--- src/hdl/ffa_pkg.sv ---
// Shared constants, codes and state type for the first-fit capacity allocator.
package ffa_pkg;

  localparam int unsigned MAX_SLOTS_DEF = 1024;
  localparam int unsigned CAP_WIDTH_DEF = 32;
  localparam int unsigned HOTEL_COUNT_RST = 1024;

  localparam logic FUNC_LOAD    = 1'b0;
  localparam logic FUNC_REQUEST = 1'b1;

  typedef enum logic [2:0] {
    ST_CLEAR,
    ST_IDLE,
    ST_DOWN,
    ST_UP,
    ST_DONE
  } ffa_state_e;

endpackage

--- src/hdl/ffa_seq.sv ---
// Walk sequencer: clearing sweep, descent over the tree rows, path rewrite on the way up.
module ffa_seq #(
  parameter int unsigned MAX_SLOTS = ffa_pkg::MAX_SLOTS_DEF,
  parameter int unsigned CAP_WIDTH = ffa_pkg::CAP_WIDTH_DEF,
  localparam int unsigned IDX_W = $clog2(MAX_SLOTS),
  localparam int unsigned CNT_W = IDX_W + 1,
  localparam int unsigned ROW_W = 2 * CAP_WIDTH
) (
  input  logic                 clk_i,
  input  logic                 rst_ni,
  input  logic                 in_valid_i,
  output logic                 in_ready_o,
  input  logic                 func_i,
  input  logic [IDX_W-1:0]     slot_index_i,
  input  logic [CAP_WIDTH-1:0] amount_i,
  input  logic [CNT_W-1:0]     count_i,
  output logic                 res_valid_o,
  input  logic                 res_ready_i,
  output logic [CNT_W-1:0]     res_slot_o,
  output logic                 mem_we_o,
  output logic [IDX_W-1:0]     mem_waddr_o,
  output logic [ROW_W-1:0]     mem_wdata_o,
  output logic [IDX_W-1:0]     mem_raddr_o,
  input  logic [ROW_W-1:0]     mem_rdata_i
);

  localparam int unsigned LVL_W = (IDX_W > 1) ? $clog2(IDX_W) : 1;

  ffa_pkg::ffa_state_e state_q, state_d;
  logic [IDX_W-1:0]     clr_q, clr_d;
  logic                 func_q, func_d;
  logic [IDX_W-1:0]     slot_q, slot_d;
  logic [CAP_WIDTH-1:0] amt_q, amt_d;
  logic [IDX_W-1:0]     node_q, node_d;
  logic [IDX_W-1:0]     pos_q, pos_d;
  logic [IDX_W-1:0]     bit_q, bit_d;
  logic [LVL_W-1:0]     lvl_q, lvl_d;
  logic [CAP_WIDTH-1:0] val_q, val_d;
  logic                 hit_q, hit_d;
  logic [CAP_WIDTH-1:0] sib_q [2**LVL_W];

  logic [CAP_WIDTH-1:0] rd_lo, rd_hi, chosen, sib_rd;
  logic                 left_in, left_part, go_left, dir_dn, dir_up, sib_we, leaf_hit;
  logic [IDX_W-1:0]     pos_new;

  assign rd_lo  = mem_rdata_i[CAP_WIDTH-1:0];
  assign rd_hi  = mem_rdata_i[ROW_W-1:CAP_WIDTH];
  assign sib_rd = sib_q[lvl_q];
  assign dir_up = |(pos_q & bit_q);

  // left child fully below the count, or straddling it (then the right one is out)
  assign left_in   = {1'b0, pos_q | bit_q} <= count_i;
  assign left_part = ({1'b0, pos_q} < count_i) && !left_in;
  assign go_left   = (left_in && (rd_lo >= amt_q)) || left_part;
  assign dir_dn    = (func_q == ffa_pkg::FUNC_REQUEST) ? !go_left : |(slot_q & bit_q);
  assign chosen    = dir_dn ? rd_hi : rd_lo;
  assign pos_new   = pos_q | (dir_dn ? bit_q : '0);
  assign leaf_hit  = (func_q == ffa_pkg::FUNC_REQUEST)
                   ? (({1'b0, pos_new} < count_i) && (chosen >= amt_q))
                   : ({1'b0, slot_q} < count_i);

  always_ff @(posedge clk_i or negedge rst_ni) begin
    if (!rst_ni) begin
      state_q <= ffa_pkg::ST_CLEAR;
      clr_q   <= '0;
      func_q  <= ffa_pkg::FUNC_LOAD;
      hit_q   <= 1'b0;
    end else begin
      state_q <= state_d;
      clr_q   <= clr_d;
      func_q  <= func_d;
      hit_q   <= hit_d;
    end
  end

  always_ff @(posedge clk_i) begin
    slot_q <= slot_d;
    amt_q  <= amt_d;
    node_q <= node_d;
    pos_q  <= pos_d;
    bit_q  <= bit_d;
    lvl_q  <= lvl_d;
    val_q  <= val_d;
    if (sib_we) begin
      sib_q[lvl_q] <= dir_dn ? rd_lo : rd_hi;
    end
  end

  always_comb begin
    state_d     = state_q;
    clr_d       = clr_q;
    func_d      = func_q;
    slot_d      = slot_q;
    amt_d       = amt_q;
    node_d      = node_q;
    pos_d       = pos_q;
    bit_d       = bit_q;
    lvl_d       = lvl_q;
    val_d       = val_q;
    hit_d       = hit_q;
    sib_we      = 1'b0;
    in_ready_o  = 1'b0;
    res_valid_o = 1'b0;
    mem_we_o    = 1'b0;
    mem_waddr_o = node_q;
    mem_wdata_o = dir_up ? {val_q, sib_rd} : {sib_rd, val_q};
    mem_raddr_o = node_q;
    case (state_q)
      ffa_pkg::ST_CLEAR: begin
        mem_we_o    = 1'b1;
        mem_waddr_o = clr_q;
        mem_wdata_o = '0;
        clr_d       = clr_q + 1'b1;
        if (&clr_q) begin
          state_d = ffa_pkg::ST_IDLE;
        end
      end
      ffa_pkg::ST_IDLE: begin
        in_ready_o  = 1'b1;
        mem_raddr_o = IDX_W'(1);
        if (in_valid_i) begin
          func_d  = func_i;
          slot_d  = slot_index_i;
          amt_d   = amount_i;
          node_d  = IDX_W'(1);
          pos_d   = '0;
          bit_d   = IDX_W'(1) << (IDX_W - 1);
          lvl_d   = '0;
          state_d = ffa_pkg::ST_DOWN;
        end
      end
      ffa_pkg::ST_DOWN: begin
        sib_we = 1'b1;
        pos_d  = pos_new;
        if (bit_q[0]) begin
          hit_d = leaf_hit;
          val_d = (func_q == ffa_pkg::FUNC_REQUEST) ? chosen - amt_q : amt_q;
          if (leaf_hit) begin
            state_d = ffa_pkg::ST_UP;
          end else if (func_q == ffa_pkg::FUNC_REQUEST) begin
            state_d = ffa_pkg::ST_DONE;
          end else begin
            state_d = ffa_pkg::ST_IDLE;
          end
        end else begin
          node_d      = IDX_W'({node_q, dir_dn});
          mem_raddr_o = node_d;
          bit_d       = bit_q >> 1;
          lvl_d       = lvl_q + 1'b1;
        end
      end
      ffa_pkg::ST_UP: begin
        mem_we_o = 1'b1;
        val_d    = (sib_rd > val_q) ? sib_rd : val_q;
        node_d   = node_q >> 1;
        bit_d    = bit_q << 1;
        lvl_d    = lvl_q - 1'b1;
        if (lvl_q == '0) begin
          state_d = (func_q == ffa_pkg::FUNC_REQUEST) ? ffa_pkg::ST_DONE : ffa_pkg::ST_IDLE;
        end
      end
      ffa_pkg::ST_DONE: begin
        res_valid_o = 1'b1;
        if (res_ready_i) begin
          state_d = ffa_pkg::ST_IDLE;
        end
      end
      default: begin
        state_d = ffa_pkg::ST_IDLE;
      end
    endcase
  end

  assign res_slot_o = hit_q ? ({1'b0, pos_q} + CNT_W'(1)) : '0;

endmodule

--- config.mk ---
export PLATFORM = sky130hd
export DESIGN_NAME = ffa_seq
export DESIGN_NICKNAME = d
export VERILOG_FILES = /design/src/hdl/ffa_pkg.sv /design/src/hdl/ffa_seq.sv
export SDC_FILE = /design/constraint.sdc
export NUM_CORES = 1
export LEC_CHECK = 0
export BUFFER_PORTS_ARGS = -buffer_cell sky130_fd_sc_hd__buf_2
export CAP_MARGIN = 40
export CELL_PAD_IN_SITES_DETAIL_PLACEMENT = 1
export CELL_PAD_IN_SITES_GLOBAL_PLACEMENT = 2
export CORE_ASPECT_RATIO = 0.75
export CORE_UTILIZATION = 25
export CTS_CLUSTER_SIZE = 12
export DETAILED_ROUTE_END_ITERATION = 10
export PLACE_DENSITY = 0.47
export SYNTH_ARGS = -nofsm -noshare
export SYNTH_HDL_FRONTEND = slang
export SYNTH_SLANG_ARGS = --single-unit
--- constraint.sdc ---
create_clock -name clk_i -period 16.7 [get_ports clk_i]
set_input_delay 0.835 -clock clk_i [delete_from_list [all_inputs] [get_ports clk_i]]
set_output_delay 0.835 -clock clk_i [all_outputs]
set_load 0.01 [all_outputs]
# Yosys cells after proc, flatten, opt, wreduce, memory -nomap -nowiden
# Memory sizes are Yosys's and may differ from the RTL's. A register that Yosys moved wholly into a read port is not among the register bits.
# Index checks and enable logic that the tools add are counted.
[classes]
add_sub_neg = 5
n_mul = 0
n_div = 0
magnitude_cmp = 7
eq_ne = 11
n_shift = 0
mux = 40
n_bitwise = 4
n_reduce_logical = 22
[op_table]
columns = ["op", "count"]
rows = [
  ["$mux 32", 5],
  ["$mux 64", 2],
  ["$mux 10", 7],
  ["$ge 32x32->1", 2],
  ["$pmux 32 s2", 1],
  ["$pmux 10 s3", 2],
  ["$pmux 10 s2", 2],
  ["$lt 10x11->1", 3],
  ["$gt 32x32->1", 1],
  ["$sub 32x32->32", 1],
  ["$mux 3", 7],
  ["$and 10x10->10", 2],
  ["$or 10x10->10", 2],
  ["$reduce_or 10->1", 2],
  ["$pmux 3 s5", 1],
  ["$ne 2x2->1 const B", 7],
  ["$mux 4", 3],
  ["$pmux 4 s3", 1],
  ["$add 10x1->11 const B", 1],
  ["$le 10x11->1", 1],
  ["$mux 11", 1],
  ["$add 10x1->10 const B", 1],
  ["$reduce_and 10->1", 1],
  ["$mux 1", 8],
  ["other kinds (16)", 25],
]
[word_totals]
register_bits = 123
latchBits = 0
mem_bits_rw = 512
romBits = 0
in_bits = 122
out_inout_bits = 98
n_memories = 1
[mem_list]
columns = ["name", "words", "word_bits", "rd", "rd_clocked_by_memory_dff", "write_ports", "line", "source"]
rows = [
  ["sib_q", 16, 32, 1, 1, 1, "ffa_seq.sv:40", "logic [CAP_WIDTH-1:0] sib_q [2**LVL_W];"],
]

# Depth between registers and ports, before layout
[logic_depth]
ltp_word = 15
mapped_depth = 28

# Least setup slack after synthesis
# Ideal clock, no wire load.
[synth_timing]
kind = "reg-to-reg"
start = "register bit_q[0]"
end = "register val_q[30], data pin"
arrival_ps = 5228
required_time_ps = 16439
setup_slack_ps = 11211
path_stages_with_launch = 28
path_cell_list = "edfxtp_1 clkbuf_1 buf_1 nor2_1 ha_1 nand4_1 nor3_1 or3_1 a211o_1 o311ai_1 and2_1 buf_4 buf_6 buf_6 nor2_1 a21oi_1 ha_1 inv_1 fa_1 nand3_1 a21oi_1 o41a_1 o21ba_1 o21a_1 a21oi_2 o21ai_2 and4_1 o32a_1"
[synth_between]
elab_chain_len = 12
word_cells_on_any_way = 15
cone_classes = "add/sub (1); order compare (1); mux (5); bitwise (2); reduce/logical (6)"
[synth_lines]
columns = ["element", "line", "source"]
rows = [
  ["start, declared", "ffa_seq.sv:36", "logic [IDX_W-1:0] bit_q, bit_d;"],
  ["start signal, assigned", "ffa_seq.sv:81", "bit_q <= bit_d;"],
  ["$or 10x10->10", "ffa_seq.sv:52", "assign left_in = {1'b0, pos_q | bit_q} <= count_i;"],
  ["$le 10x11->1", "ffa_seq.sv:52", ""],
  ["$logic_not 1->1", "ffa_seq.sv:53", "assign left_part = ({1'b0, pos_q} < count_i) && !left_in;"],
  ["$logic_and 1x1->1", "ffa_seq.sv:53", ""],
  ["$logic_or 1x1->1", "ffa_seq.sv:54", "assign go_left = (left_in && (rd_lo >= amt_q)) || left_part;"],
  ["$logic_not 1->1", "ffa_seq.sv:55", "assign dir_dn = (func_q == ffa_pkg::FUNC_REQUEST) ? !go_left : |(slot_q & bit_q);"],
  ["$mux 1 (*)", "ffa_seq.sv:55", ""],
  ["$mux 32 (*)", "ffa_seq.sv:56", "assign chosen = dir_dn ? rd_hi : rd_lo;"],
  ["$sub 32x32->32 (*)", "ffa_seq.sv:137", "val_d = (func_q == ffa_pkg::FUNC_REQUEST) ? chosen - amt_q : amt_q;"],
  ["$mux 32 (*)", "ffa_seq.sv:137", ""],
  ["$mux 32 (*)", "ffa_seq.sv:135", "if (bit_q[0]) begin"],
  ["$pmux 32 s2 (*)", "ffa_seq.sv:108", "case (state_q)"],
  ["named net val_d[30]", "ffa_seq.sv:38", "logic [CAP_WIDTH-1:0] val_q, val_d;"],
  ["end signal, assigned", "ffa_seq.sv:83", "val_q <= val_d;"],
  ["end, declared", "ffa_seq.sv:38", ""],
]
# The timed path passes the listed nets; every way through them passes the cells marked *. The select of a mux whose other input is x is not followed.
# A chain may end at the register's enable or synchronous reset.

# Worst setup path in the final report
[layout_timing]
start = "register amt_q[25]"
end = "register val_q[20], data pin"
[layout_between]
elab_chain_len = 10
[layout_lines]
columns = ["element", "line", "source"]
rows = [
  ["start, declared", "ffa_seq.sv:33", "logic [CAP_WIDTH-1:0] amt_q, amt_d;"],
  ["start signal, assigned", "ffa_seq.sv:78", "amt_q <= amt_d;"],
  ["$ge 32x32->1", "ffa_seq.sv:54", ""],
  ["$logic_and 1x1->1", "ffa_seq.sv:54", ""],
  ["$logic_or 1x1->1", "ffa_seq.sv:54", ""],
  ["$logic_not 1->1", "ffa_seq.sv:55", ""],
  ["$mux 1", "ffa_seq.sv:55", ""],
  ["$mux 32", "ffa_seq.sv:56", ""],
  ["$sub 32x32->32", "ffa_seq.sv:137", ""],
  ["$mux 32", "ffa_seq.sv:137", ""],
  ["$mux 32", "ffa_seq.sv:135", ""],
  ["$pmux 32 s2", "ffa_seq.sv:108", ""],
  ["named net val_d[20]", "ffa_seq.sv:38", ""],
]
# The timed path passes the listed nets, and every way through them passes these cells. The select of a mux whose other input is x is not followed.

==> flow_metrics.tcl <==
set metrics [dict create \
    status "finished, final reports clean" \
    synth_ff_type "edfxtp_1" \
    cts_tree "done" \
    die-area_um2 126000 \
    setup_viol 0 \
    tns_ns 0 \
    swShare_pct 41.9 \
    power.internal_mw 4.36 \
    die_w_um 409 \
    die_h_um 307 \
    cp_max_fo 39 \
    cts_resized 0 \
    fmax_ghz 0.146 \
    critPathArrivalTime_ns 7.21 \
    viasPerCell 4.77 \
    power_frac_comb_pct 46.7 \
    relSlewSlack_pct 41.2 \
    cts_buffer_depth 3 \
    p_clk_share_pct 21.0 \
    grt_max_degree 87 \
    port_buffers 219 \
    ys_async_sr_fraction_pct 2.35 \
    postRouteAntennaNets 0 \
    synth-seq-cells 639 \
    netlist_area_um2 31100 \
    drv_slew 0 \
    min_path_type "primary input to asynchronous set/reset pin" \
    synth_edf_count 620 \
    path_cells "inv_1 -> ha_1 -> a21o_1 -> a221o_1 -> a221oi_1 -> nand2_1 -> o311ai_1 -> and2_4 -> nor2_1 -> a21oi_1 -> ha_1 -> inv_1 -> fa_1 -> nand3_1 -> a21oi_1 -> o41a_1 -> o21ba_1 -> o21ai_0 -> o21ai_0 -> a211o_1 -> a31oi_1 -> o21ai_0" \
    max_stage_delay_ns 0.70 \
    grt_use_total_pct 17.2 \
    rsz0062_at_grt "no" \
    avgSynthCellArea_um2 14.7 \
    placementRows 111 \
    drive_gt1_share_pct 26.4 \
    gp_congestion 0.790 \
    netlist.area_leader.share_pct 59.9 \
    core-area_um2 123000 \
    worst_pin_slew_ns 0.882 \
    first_pass_iters 5 \
    numCtsBuffers 72 \
    cts.sinks 639 \
    routed-wl-met2_mm 50.2 \
    crit_top_cell "o21ai_0" \
    grt_antenna_before_repair 2 \
    ys.warnings.count 0 \
    required_ns 17.08 \
    area_growth_pct 17.7 \
    start_util_pct 25.3 \
    period_share_pct 40.9 \
    finalClockSkew_ns 0.0536 \
    syn_inst 2112 \
    seqPwrFrac_pct 32.3 \
    insertion_delay_ns 0.69 \
    p_per_area_nw_per_um2 205 \
    hold_buffers 0 \
    max-vdd-ir-drop_uv 122 \
    synth_area_leaders "edfxtp_1 60%, mux4_2 12%, ha_1 5.5%, nand2_1 3.0%, a21oi_1 2.4%" \
    diodes 0 \
    hold_viol 0 \
    grt_pass1_vias 20660 \
    cp-startpoint "amt_q[25]" \
    p_leak_nw 13.0 \
    cp_slowest_cell "a221oi_1" \
    layout_commonest_cell "edfxtp_1" \
    drcViolationCount 0 \
    highest_layer "met4" \
    wl_per_cell_um 26.8 \
    final_cell_mix "620 x edfxtp_1, 248 x nand2_1, 219 x buf_2" \
    cts_root_buf "clkbuf_16" \
    gr-total-overflow 0 \
    grt_pass1_wl_mm 155 \
    wl_met1_mm 52.0 \
    synth_nets 2373 \
    yosys.area.top_type "edfxtp_1" \
    cp_num_buf_inv 2 \
    cp-start-kind "flip-flop" \
    r2r_start "amt_q[25]" \
    vias 19270 \
    ios 220 \
    htreeDepth 3 \
    postCtsSetupBuffers 0 \
    yosysUniqueCellTypes 74 \
    layout.nets 2609 \
    place.detailed.hpwl_mm 73.1 \
    drtIter0Drc 1190 \
    cap_viol_max_count 0 \
    crit_family "compound AO/OA/AOI/OAI gates" \
    end_kind "flip-flop" \
    critPathKind "flip-flop to flip-flop" \
    wl_met3_mm 3.84 \
    min_period_ns 6.83 \
    drt-total-wl_mm 108 \
    yosysSeqAreaShare_pct 61.4 \
    power_switching_mw 3.14 \
    clk_pin_slew_worst_paths_ns 0.06 \
    power_mw 7.50 \
]
-- cell type report --
class | instances | area, µm²
fill | 13000 | 86200
sequential | 639 | 19100
multi-input combinational | 1282 | 11300
tap | 1638 | 2050
clock buffer | 93 | 1880
timing repair buffer | 262 | 1480
clock inverter | 31 | 405
inverter | 91 | 342
-- flip-flops by register name (all words and copies together) (netlist names), 3 cells and up, named ones only --
register,flops
bit_q,10
sib_q,512
pos_q,10
lvl_q,4
clr_q,10
val_q,32
node_q,10
state_q,3
slot_q,10
amt_q,32
-- path summary, 6_finish.rpt --
check / slack (ns) / depth (start not counted) / endpoint
setup / recovery: 9.87 / 22 / val_q[20]
hold / removal: 0.11 / 1 / clr_q[6]
setup reg to reg: 9.87 / 22 / val_q[20]
hold reg to reg: 0.53 / 1 / clr_q[9]
max in group asynchronous: 16.22 / 1 / func_q
min in group clk_i: 0.33 / 1 / amt_q[9]
-- Yosys cell counts (all sizes together), types with 14 or more instances --
cell      n
and2     23
a21o     41
nand2   248
inv      91
nor3     14
xnor2    29
mux2     68
dfrtp    15
o21ai    75
nand4    23
mux2i    17
ha      137
nand3    29
nor2b    14
clkbuf   61
buf      39
nor2     96
mux4    160
edfxtp  620
a21oi   149
-- per-layer routing --
| layer | GRT usage [%] | vias up |
|---|---|---|
| met2 | 27.8 | 364 |
| met5 | 0 | - |
| li1 | - | 8655 |
| met1 | 24.4 | 10134 |
| met3 | 2.65 | 117 |
| met4 | 3.67 | 0 |
-- metrics by stage --
stage          util (%)  cell area, µm²  hold slack, ns  worst slack [ns]  instances
2_1_floorplan         -           31100           0.459             11.21       2112
3_5_place_dp       27.9           34300           0.509              9.50       3912
5_1_grt            29.8           36600          0.0830              9.40       4036
4_1_cts            29.8           36600          0.0518              9.84       4036
6_report           29.8           36600           0.106              9.87       4036
3_3_place_gp       27.9           34200           0.504              9.50       3908
-- kinds of logic after synthesis --
group | Yosys count | share of synthesized area, %
AND/OR/NAND/NOR | 499 | 7.18
AO/OA/AOI/OAI | 358 | 7.17
multiplexers | 245 | 14.9
XOR/XNOR | 41 | 1.16
buffers and inverters | 191 | 2.58
flip-flops | 639 | 61.4
adder cells (fa/ha/maj) | 139 | 5.64
-- power groups by stage --
| stage | Combinational (mW) | Clock [mW] | Sequential (mW) |
|---|---|---|---|
| floorplan | 2.24 | 0 | 2.31 |
| global placement | 3.49 | 0 | 2.48 |
| detailed placement | 3.57 | 0 | 2.46 |
| CTS | 3.58 | 1.63 | 2.43 |
| global route | 3.85 | 1.68 | 2.46 |
| finish | 3.50 | 1.57 | 2.43 |
No activity file was read; power rests on OpenSTA's default activity.
